$ cat config.mk
export PLATFORM = sky130hd
export DESIGN_NAME = sorted_priority_queue_core
export DESIGN_NICKNAME = d
export VERILOG_FILES = /design/src/hw/rtl/spq_pkg.sv /design/src/hw/rtl/spq_cell.sv /design/src/hw/rtl/sorted_priority_queue_core.sv
export SDC_FILE = /design/constraint.sdc
export NUM_CORES = 2
export LEC_CHECK = 0
export BUFFER_PORTS_ARGS = -buffer_cell sky130_fd_sc_hd__buf_2
export CAP_MARGIN = 20
export CORE_MARGIN = 3
export CORE_UTILIZATION = 55
export DETAILED_ROUTE_END_ITERATION = 8
export PLACE_DENSITY = 0.7
export RECOVER_POWER = 50
export SETUP_SLACK_MARGIN = 0.05
export SYNTH_ARGS = -nofsm -noshare
export SYNTH_HDL_FRONTEND = slang
export SYNTH_SLANG_ARGS = --single-unit
$ cat constraint.sdc
create_clock -name clk -period 11.11 [get_ports clk]
set_input_delay 1.6665 -clock clk [delete_from_list [all_inputs] [get_ports clk]]
set_output_delay 1.6665 -clock clk [all_outputs]
set_load 0.01 [all_outputs]
$ cat src/hw/rtl/spq_pkg.sv
// ----------------------------------------------------------------------------
// spq_pkg
// Shared types and constants of the sorted priority queue.
// ----------------------------------------------------------------------------
package spq_pkg;

  // default configuration
  localparam int DepthDefault    = 16;
  localparam int ItemWDefault    = 32;
  localparam int PriWDefault     = 16;

  // fixed field widths of the words on the ports
  localparam int ItemFieldW  = 32;
  localparam int PriFieldW   = 16;
  localparam int CountFieldW = 5;

  // request codes
  localparam logic OP_INSERT = 1'b0;
  localparam logic OP_REMOVE = 1'b1;

  // result status codes
  localparam logic [1:0] ST_INSERTED = 2'd0;
  localparam logic [1:0] ST_REMOVED  = 2'd1;
  localparam logic [1:0] ST_EMPTY    = 2'd2;
  localparam logic [1:0] ST_FULL     = 2'd3;

  // request word
  typedef struct packed {
    logic                  opcode;
    logic [ItemFieldW-1:0] item_value;
    logic [PriFieldW-1:0]  priority_req;
  } spq_in_t;

  // result word
  typedef struct packed {
    logic [1:0]             status;
    logic [ItemFieldW-1:0]  removed_item;
    logic [PriFieldW-1:0]   removed_priority;
    logic                   is_empty;
    logic [CountFieldW-1:0] entry_count;
  } spq_out_t;

  // per-cycle command broadcast to every cell
  typedef struct packed {
    logic ins_en;
    logic rem_en;
  } spq_ctl_t;

endpackage

$ cat src/hw/rtl/spq_cell.sv
// ----------------------------------------------------------------------------
// spq_cell
// One slot of the sorted chain: holds an entry, keeps it, takes the new
// entry, or takes a neighbor's entry when the chain shifts.
// ----------------------------------------------------------------------------
module spq_cell
  import spq_pkg::*;
#(
  parameter int PW = PriWDefault,
  parameter int IW = ItemWDefault
) (
  input  logic          clk,
  input  logic          rst_n,
  input  spq_ctl_t      ctl,
  input  logic [PW-1:0] new_pri,
  input  logic [IW-1:0] new_item,
  input  logic          prev_valid,
  input  logic          prev_le,
  input  logic [PW-1:0] prev_pri,
  input  logic [IW-1:0] prev_item,
  input  logic          next_valid,
  input  logic [PW-1:0] next_pri,
  input  logic [IW-1:0] next_item,
  output logic          valid,
  output logic          le,
  output logic [PW-1:0] pri,
  output logic [IW-1:0] item
);

  logic          valid_r, valid_nxt;
  logic [PW-1:0] pri_r, pri_nxt;
  logic [IW-1:0] item_r, item_nxt;

  // entry here stays ahead of the new one
  assign le = valid_r && (pri_r <= new_pri);

  // next slot contents
  always_comb begin
    valid_nxt = valid_r;
    pri_nxt   = pri_r;
    item_nxt  = item_r;
    if (ctl.rem_en) begin
      valid_nxt = next_valid;
      pri_nxt   = next_pri;
      item_nxt  = next_item;
    end else if (ctl.ins_en && !le) begin
      if (prev_le) begin
        valid_nxt = 1'b1;
        pri_nxt   = new_pri;
        item_nxt  = new_item;
      end else begin
        valid_nxt = prev_valid;
        pri_nxt   = prev_pri;
        item_nxt  = prev_item;
      end
    end
  end

  // occupancy flag
  always_ff @(posedge clk) begin
    if (!rst_n) begin
      valid_r <= 1'b0;
    end else begin
      valid_r <= valid_nxt;
    end
  end

  // slot payload
  always_ff @(posedge clk) begin
    pri_r  <= pri_nxt;
    item_r <= item_nxt;
  end

  assign valid = valid_r;
  assign pri   = pri_r;
  assign item  = item_r;

endmodule

$ cat src/hw/rtl/sorted_priority_queue_core.sv
// ----------------------------------------------------------------------------
// sorted_priority_queue_core
// Bounded priority queue kept as a sorted chain of slot cells.
// ----------------------------------------------------------------------------
// Usage:
//   in_valid/in_stall/in_word carry requests: insert (item, priority) or
//   remove the lowest-priority entry. Equal priorities leave in arrival order.
//   out_valid/out_stall/out_word carry one result word per request: status,
//   the removed entry (zero unless removed), the empty flag and the count.
//   Every slot compares its priority with the new one in parallel and the
//   chain shifts right on insert or left on remove when a request is
//   accepted; the result appears in the output register in the cycle after
//   acceptance. One request per cycle is sustained while the receiver takes
//   results. An insert into a full queue is dropped with status full; a
//   remove on an empty queue changes nothing and reports empty.
//   While a result waits under out_stall, in_stall is raised and no further
//   request is taken. Reset (rst_n low, synchronous) empties the queue and
//   drops any pending result.
// ----------------------------------------------------------------------------
module sorted_priority_queue_core
  import spq_pkg::*;
#(
  parameter int DEPTH          = DepthDefault,
  parameter int ITEM_WIDTH     = ItemWDefault,
  parameter int PRIORITY_WIDTH = PriWDefault
) (
  input  logic     clk,
  input  logic     rst_n,
  input  logic     in_valid,
  output logic     in_stall,
  input  spq_in_t  in_word,
  output logic     out_valid,
  input  logic     out_stall,
  output spq_out_t out_word
);

  // stored widths never exceed the port fields
  localparam int IW = (ITEM_WIDTH < ItemFieldW) ? ITEM_WIDTH : ItemFieldW;
  localparam int PW = (PRIORITY_WIDTH < PriFieldW) ? PRIORITY_WIDTH : PriFieldW;
  localparam int CW = $clog2(DEPTH + 1);

  logic             accept;
  logic             full, empty;
  logic [CW-1:0]    count_r, count_nxt;
  spq_ctl_t         ctl;
  logic [PW-1:0]    new_pri;
  logic [IW-1:0]    new_item;
  logic [DEPTH-1:0] c_valid, c_le;
  logic [PW-1:0]    c_pri  [DEPTH];
  logic [IW-1:0]    c_item [DEPTH];
  logic             out_valid_r;
  spq_out_t         out_word_r, out_word_nxt;

  // handshake
  assign in_stall = out_valid_r && out_stall;
  assign accept   = in_valid && !in_stall;

  assign full     = (count_r == CW'(DEPTH));
  assign empty    = (count_r == '0);
  assign new_pri  = in_word.priority_req[PW-1:0];
  assign new_item = in_word.item_value[IW-1:0];

  // command broadcast
  always_comb begin
    ctl.ins_en = accept && (in_word.opcode == OP_INSERT) && !full;
    ctl.rem_en = accept && (in_word.opcode == OP_REMOVE) && !empty;
  end

  // chain of slots, head at index 0
  for (genvar i = 0; i < DEPTH; i++) begin : g_cell
    logic          pv, ple, nv;
    logic [PW-1:0] pp, np;
    logic [IW-1:0] pi, ni;
    if (i == 0) begin : g_head
      assign pv  = 1'b1;
      assign ple = 1'b1;
      assign pp  = new_pri;
      assign pi  = new_item;
    end else begin : g_mid
      assign pv  = c_valid[i-1];
      assign ple = c_le[i-1];
      assign pp  = c_pri[i-1];
      assign pi  = c_item[i-1];
    end
    if (i == DEPTH - 1) begin : g_tail
      assign nv = 1'b0;
      assign np = '0;
      assign ni = '0;
    end else begin : g_body
      assign nv = c_valid[i+1];
      assign np = c_pri[i+1];
      assign ni = c_item[i+1];
    end
    spq_cell #(.PW(PW), .IW(IW)) u_cell (
      .clk        (clk),
      .rst_n      (rst_n),
      .ctl        (ctl),
      .new_pri    (new_pri),
      .new_item   (new_item),
      .prev_valid (pv),
      .prev_le    (ple),
      .prev_pri   (pp),
      .prev_item  (pi),
      .next_valid (nv),
      .next_pri   (np),
      .next_item  (ni),
      .valid      (c_valid[i]),
      .le         (c_le[i]),
      .pri        (c_pri[i]),
      .item       (c_item[i])
    );
  end

  // occupancy count and result word
  always_comb begin
    count_nxt = count_r;
    if (ctl.ins_en) begin
      count_nxt = count_r + CW'(1);
    end else if (ctl.rem_en) begin
      count_nxt = count_r - CW'(1);
    end
    out_word_nxt                  = '0;
    out_word_nxt.removed_item     = '0;
    out_word_nxt.removed_priority = '0;
    if (in_word.opcode == OP_INSERT) begin
      out_word_nxt.status = full ? ST_FULL : ST_INSERTED;
    end else if (empty) begin
      out_word_nxt.status = ST_EMPTY;
    end else begin
      out_word_nxt.status           = ST_REMOVED;
      out_word_nxt.removed_item     = ItemFieldW'(c_item[0]);
      out_word_nxt.removed_priority = PriFieldW'(c_pri[0]);
    end
    out_word_nxt.is_empty    = (count_nxt == '0);
    out_word_nxt.entry_count = CountFieldW'(count_nxt);
  end

  // control registers
  always_ff @(posedge clk) begin
    if (!rst_n) begin
      count_r     <= '0;
      out_valid_r <= 1'b0;
    end else begin
      count_r <= count_nxt;
      if (accept) begin
        out_valid_r <= 1'b1;
      end else if (!out_stall) begin
        out_valid_r <= 1'b0;
      end
    end
  end

  // output word register
  always_ff @(posedge clk) begin
    if (accept) begin
      out_word_r <= out_word_nxt;
    end
  end

  assign out_valid = out_valid_r;
  assign out_word  = out_word_r;

`ifndef SYNTHESIS
  // count agrees with the occupied slots
  a_count_match: assert property (@(posedge clk) disable iff (!rst_n)
    $countones(c_valid) == int'(count_r))
    else $error("slot count mismatch");

  // occupied slots form a prefix from the head
  a_prefix: assert property (@(posedge clk) disable iff (!rst_n)
    (c_valid & (c_valid + DEPTH'(1))) == '0)
    else $error("occupied slots not contiguous");

  // accepted remove on a non-empty queue reports the removed status
  a_remove_status: assert property (@(posedge clk) disable iff (!rst_n)
    ctl.rem_en |=> (out_valid_r && out_word_r.status == ST_REMOVED))
    else $error("remove not reported");

  // head-to-next ordering of the two front slots
  a_head_order: assert property (@(posedge clk) disable iff (!rst_n)
    c_valid[1] |-> (c_pri[0] <= c_pri[1]))
    else $error("head slots out of order");
`endif

endmodule
==> results.sh <==
export IMPL_initial_core_util_pct=55.7
export IMPL_floorplan_die_width_um=295
export IMPL_chipHeight_um=295
export IMPL_post_synth_edffs=776
export IMPL_clock_skew_ns=0.0479
export IMPL_finalCoreUtilization_pct=60.8
export IMPL_post_cts_setup_repair_bufs=0
export IMPL_clock_tree_htree_level_count=3
export IMPL_place_gp_congestion=0.906
export IMPL_sequential_cell_area_fraction_in_the_yosys_report_pct=53.8
export IMPL_synth_seq_cells=846
export IMPL_numPortBuffers=110
export IMPL_report_final_setup_viol=0
export IMPL_timing_critical_path_required_ns=11.41
export IMPL_detail_route_wirelength_mm=146
export IMPL_final_period_minus_worst_setup_slack_ns=7.86
export IMPL_cp_end_kind="register"
export IMPL_timing_worst_slew_pin_value_ns=3.83
export IMPL_clkLatencyLatePin_ns=0.68
export IMPL_layout_nets=4460
export IMPL_power_per_cell_area_mw_per_mm2=245
export IMPL_grtUsageTotal_pct=33.2
export IMPL_hold_violations=0
export IMPL_cp_max_fo=58
export IMPL_worst_slew_margin_rel_pct=-155
export IMPL_hold_ws_ns=0.517
export IMPL_std_cell_rows=105
export IMPL_path_clk_slew_ns=0.06
export IMPL_post_cts_resized=0
export IMPL_ir_drop_mv=0.200
export IMPL_synthToLayoutAreaGrowth_pct=9.13
export IMPL_maxCapViolations=21
export IMPL_quantity_of_hold_fixing_buffers_added_after_cts=0
export IMPL_routed_via_density=6.86
export IMPL_status="finished, violations left"
export IMPL_grt_overflow_total=0
export IMPL_clockBufferDepth=3
export IMPL_grt_max_degree=191
export IMPL_avgSynthCellArea_um2=10.8
export IMPL_setup_tns_final_ns=0
export IMPL_setup_worst_path_start_class="input pin"
export IMPL_final_max_slew_viol_count=814
export IMPL_dp_wirelength_mm=85.8
export IMPL_ff_latch_area_mm2=0.0247
export IMPL_cts_buffers_inserted=93
export IMPL_p_clk_share_pct=25.8
export IMPL_yosysWarnings=0
export IMPL_drc=0
export IMPL_antenna_found_initial=8
export IMPL_fin_total_pwr_mw=12.3
export IMPL_synth_cell_types=60
export IMPL_tritoncts="yes"
export IMPL_via_count=36300
export IMPL_power_frac_seq_pct=44.2
export IMPL_fillCellCount=6723
export IMPL_failed_checks="capacitance limit, slew limit"
export IMPL_internal_power_mw=8.07
export IMPL_p_sw_share_pct=34.3
export IMPL_die_area_mm2=0.0869
export IMPL_layout_drive_gt1_share_pct=18.8
export IMPL_dr_pass1_iters=7
export IMPL_path_class="in2reg"
export IMPL_wire_length_of_the_first_global_routing_pass_mm=220
export IMPL_multi_input_area_mm2=0.0197
export IMPL_share_comb_of_total_power_pct=30.0
export IMPL_core_mm2=0.0824
export IMPL_first_global_vias=34700
export IMPL_root_buffer="sky130_fd_sc_hd__clkbuf_16"
export IMPL_wl_per_cell_um=27.6
export IMPL_crit_arrival_ns=8.17
export IMPL_ant_nets=0
export IMPL_synth_fp_nets=4543
export IMPL_syn_area_mm2=0.0459
export IMPL_numClockSinks=846
export IMPL_net_switching_power_mw=4.22
export IMPL_ffs_w_async_s_r_synth_pct=0
export IMPL_syn_instance_count=4231
export IMPL_dominantRegCellSynth="sky130_fd_sc_hd__edfxtp_1"
export IMPL_layout_worst_path_cycle_share_pct=70.8
export IMPL_power_leakage_nw=17.9
export IMPL_boundaryPins=111
export IMPL_setup_repair_after_global_routing_missed_its_margin="false"
export IMPL_fmaxAchievable_mhz=127
export IMPL_drt_first_iter_violations=4895
export IMPL_min_delay_path_class="reg2reg"
stage by stage:
step | worst slack [ns] | instances | cell area, µm²
floorplan | 4.34 | 4231 | 45900
global placement | 4.64 | 5121 | 47100
detailed placement | 4.58 | 5122 | 47100
CTS | 5.26 | 5295 | 50200
global route | 2.75 | 5298 | 50100
finish | 3.25 | 5301 | 50100
cells in the mapped netlist (all sizes together), types with 110 or more instances:
master | number | area (µm²)
ha | 259 | 3240
o221a | 289 | 3250
o22ai | 144 | 901
nand3 | 144 | 721
o211ai | 134 | 1010
a21oi | 296 | 1480
nand2 | 382 | 1430
o21ai | 169 | 846
edfxtp | 776 | 23300
buf | 110 | 544
clkbuf | 252 | 946
or2 | 240 | 1500
nor2 | 479 | 1800
sequential cells by signal (all words and copies together), names as in the netlist:
| register | flops |
|---|---|
| g_cell.u_cell.item | 512 |
| g_cell.u_cell.pri | 256 |
| out_word | 56 |
| count_r | 5 |
| g_cell.u_cell.valid | 16 |
| out_valid | 1 |
power groups by stage:
stage	sequential (mW)	combinational [mW]	clock [mW]
6_report	5.43	3.69	3.18
5_1_grt	5.52	4.00	3.33
4_1_cts	5.39	3.61	3.20
3_5_place_dp	5.44	3.59	0
3_3_place_gp	5.44	3.47	0
2_1_floorplan	5.24	2.53	0
final timing paths:
kind                                               from                   endpoint  slack, ns  cells past startpoint
worst max register to register               count_r[0]  g_cell[11].u_cell.pri[12]       3.92                     10
worst min-delay path            g_cell[14].u_cell.valid    g_cell[15].u_cell.valid       0.52                      2
worst max-delay path                          out_stall   g_cell[8].u_cell.item[4]       3.25                      9
worst min register to register  g_cell[14].u_cell.valid    g_cell[15].u_cell.valid       0.52                      2
logic make-up after synthesis:
family / Yosys count / share of synthesized area [%]
and+or+nand+nor: 1440 / 14.6
AOI/OAI and AO/OA: 1180 / 19.0
DFF: 846 / 53.8
buffers and inverters: 421 / 3.73
adders and majority gates: 259 / 7.06
muxes: 80 / 1.75
xor gates and xnor gates: 5 / 0.0954
layer usage:
layer	global-route usage (%)	wire (µm)	vias to the layer above
li1	-	-	16000
met1	48.4	60500	17800
met2	49.1	63600	2350
met3	8.06	18100	264
met4	10.3	4070	0
met5	0	0	-
cell type report:
type / count / share of cell area (%)
Multi-Input combinational cell: 2964 / 39.3
Timing Repair Buffer: 184 / 2.04
Clock buffer: 120 / 4.97
Tap cell: 1070 / 2.67
Clock inverter: 53 / 1.17
Inverter: 59 / 0.445
Sequential cell: 846 / 49.3
Antenna cell: 5 / 0.0250
cells in the final DEF, fill, tap and decap left out, drive strengths merged, types with 5 or more instances in the layout:
| cell | Yosys | final |
|---|---|---|
| and4 | 10 | 10 |
| edfxtp | 776 | 776 |
| nor2 | 479 | 479 |
| a21boi | 13 | 13 |
| a21o | 27 | 27 |
| diode | 0 | 5 |
| a31oi | 10 | 10 |
| clkinvlp | 0 | 5 |
| nand2 | 382 | 382 |
| nor3 | 27 | 27 |
| o21a | 7 | 7 |
| nor4 | 17 | 17 |
| nand4 | 49 | 49 |
| nor2b | 11 | 11 |
| or2 | 240 | 240 |
| o21ai | 169 | 169 |
| dfxtp | 70 | 70 |
| and2 | 65 | 65 |
| o221a | 289 | 289 |
| inv | 59 | 60 |
| ha | 259 | 259 |
| a21oi | 296 | 296 |
| a221oi | 6 | 6 |
| o211ai | 134 | 134 |
| bufinv | 0 | 10 |
| nand3 | 144 | 144 |
| clkbuf | 252 | 195 |
| o221ai | 10 | 10 |
| o32ai | 48 | 48 |
| mux2i | 79 | 79 |
| o21bai | 6 | 6 |
| buf | 110 | 109 |
| clkinv | 0 | 37 |
| o22ai | 144 | 144 |
critical path: stages:
cell and delay (ns):
sky130_fd_sc_hd__buf_2 0.09, sky130_fd_sc_hd__and2_0 0.16, sky130_fd_sc_hd__nand2b_1 0.29, sky130_fd_sc_hd__clkinvlp_2 0.21, sky130_fd_sc_hd__clkbuf_1 2.68, sky130_fd_sc_hd__o21ai_0 0.37, sky130_fd_sc_hd__clkbuf_1 0.89, sky130_fd_sc_hd__nor2_4 1.14
sky130_fd_sc_hd__buf_4 0.57
No activity file was read; power rests on OpenSTA's default activity.
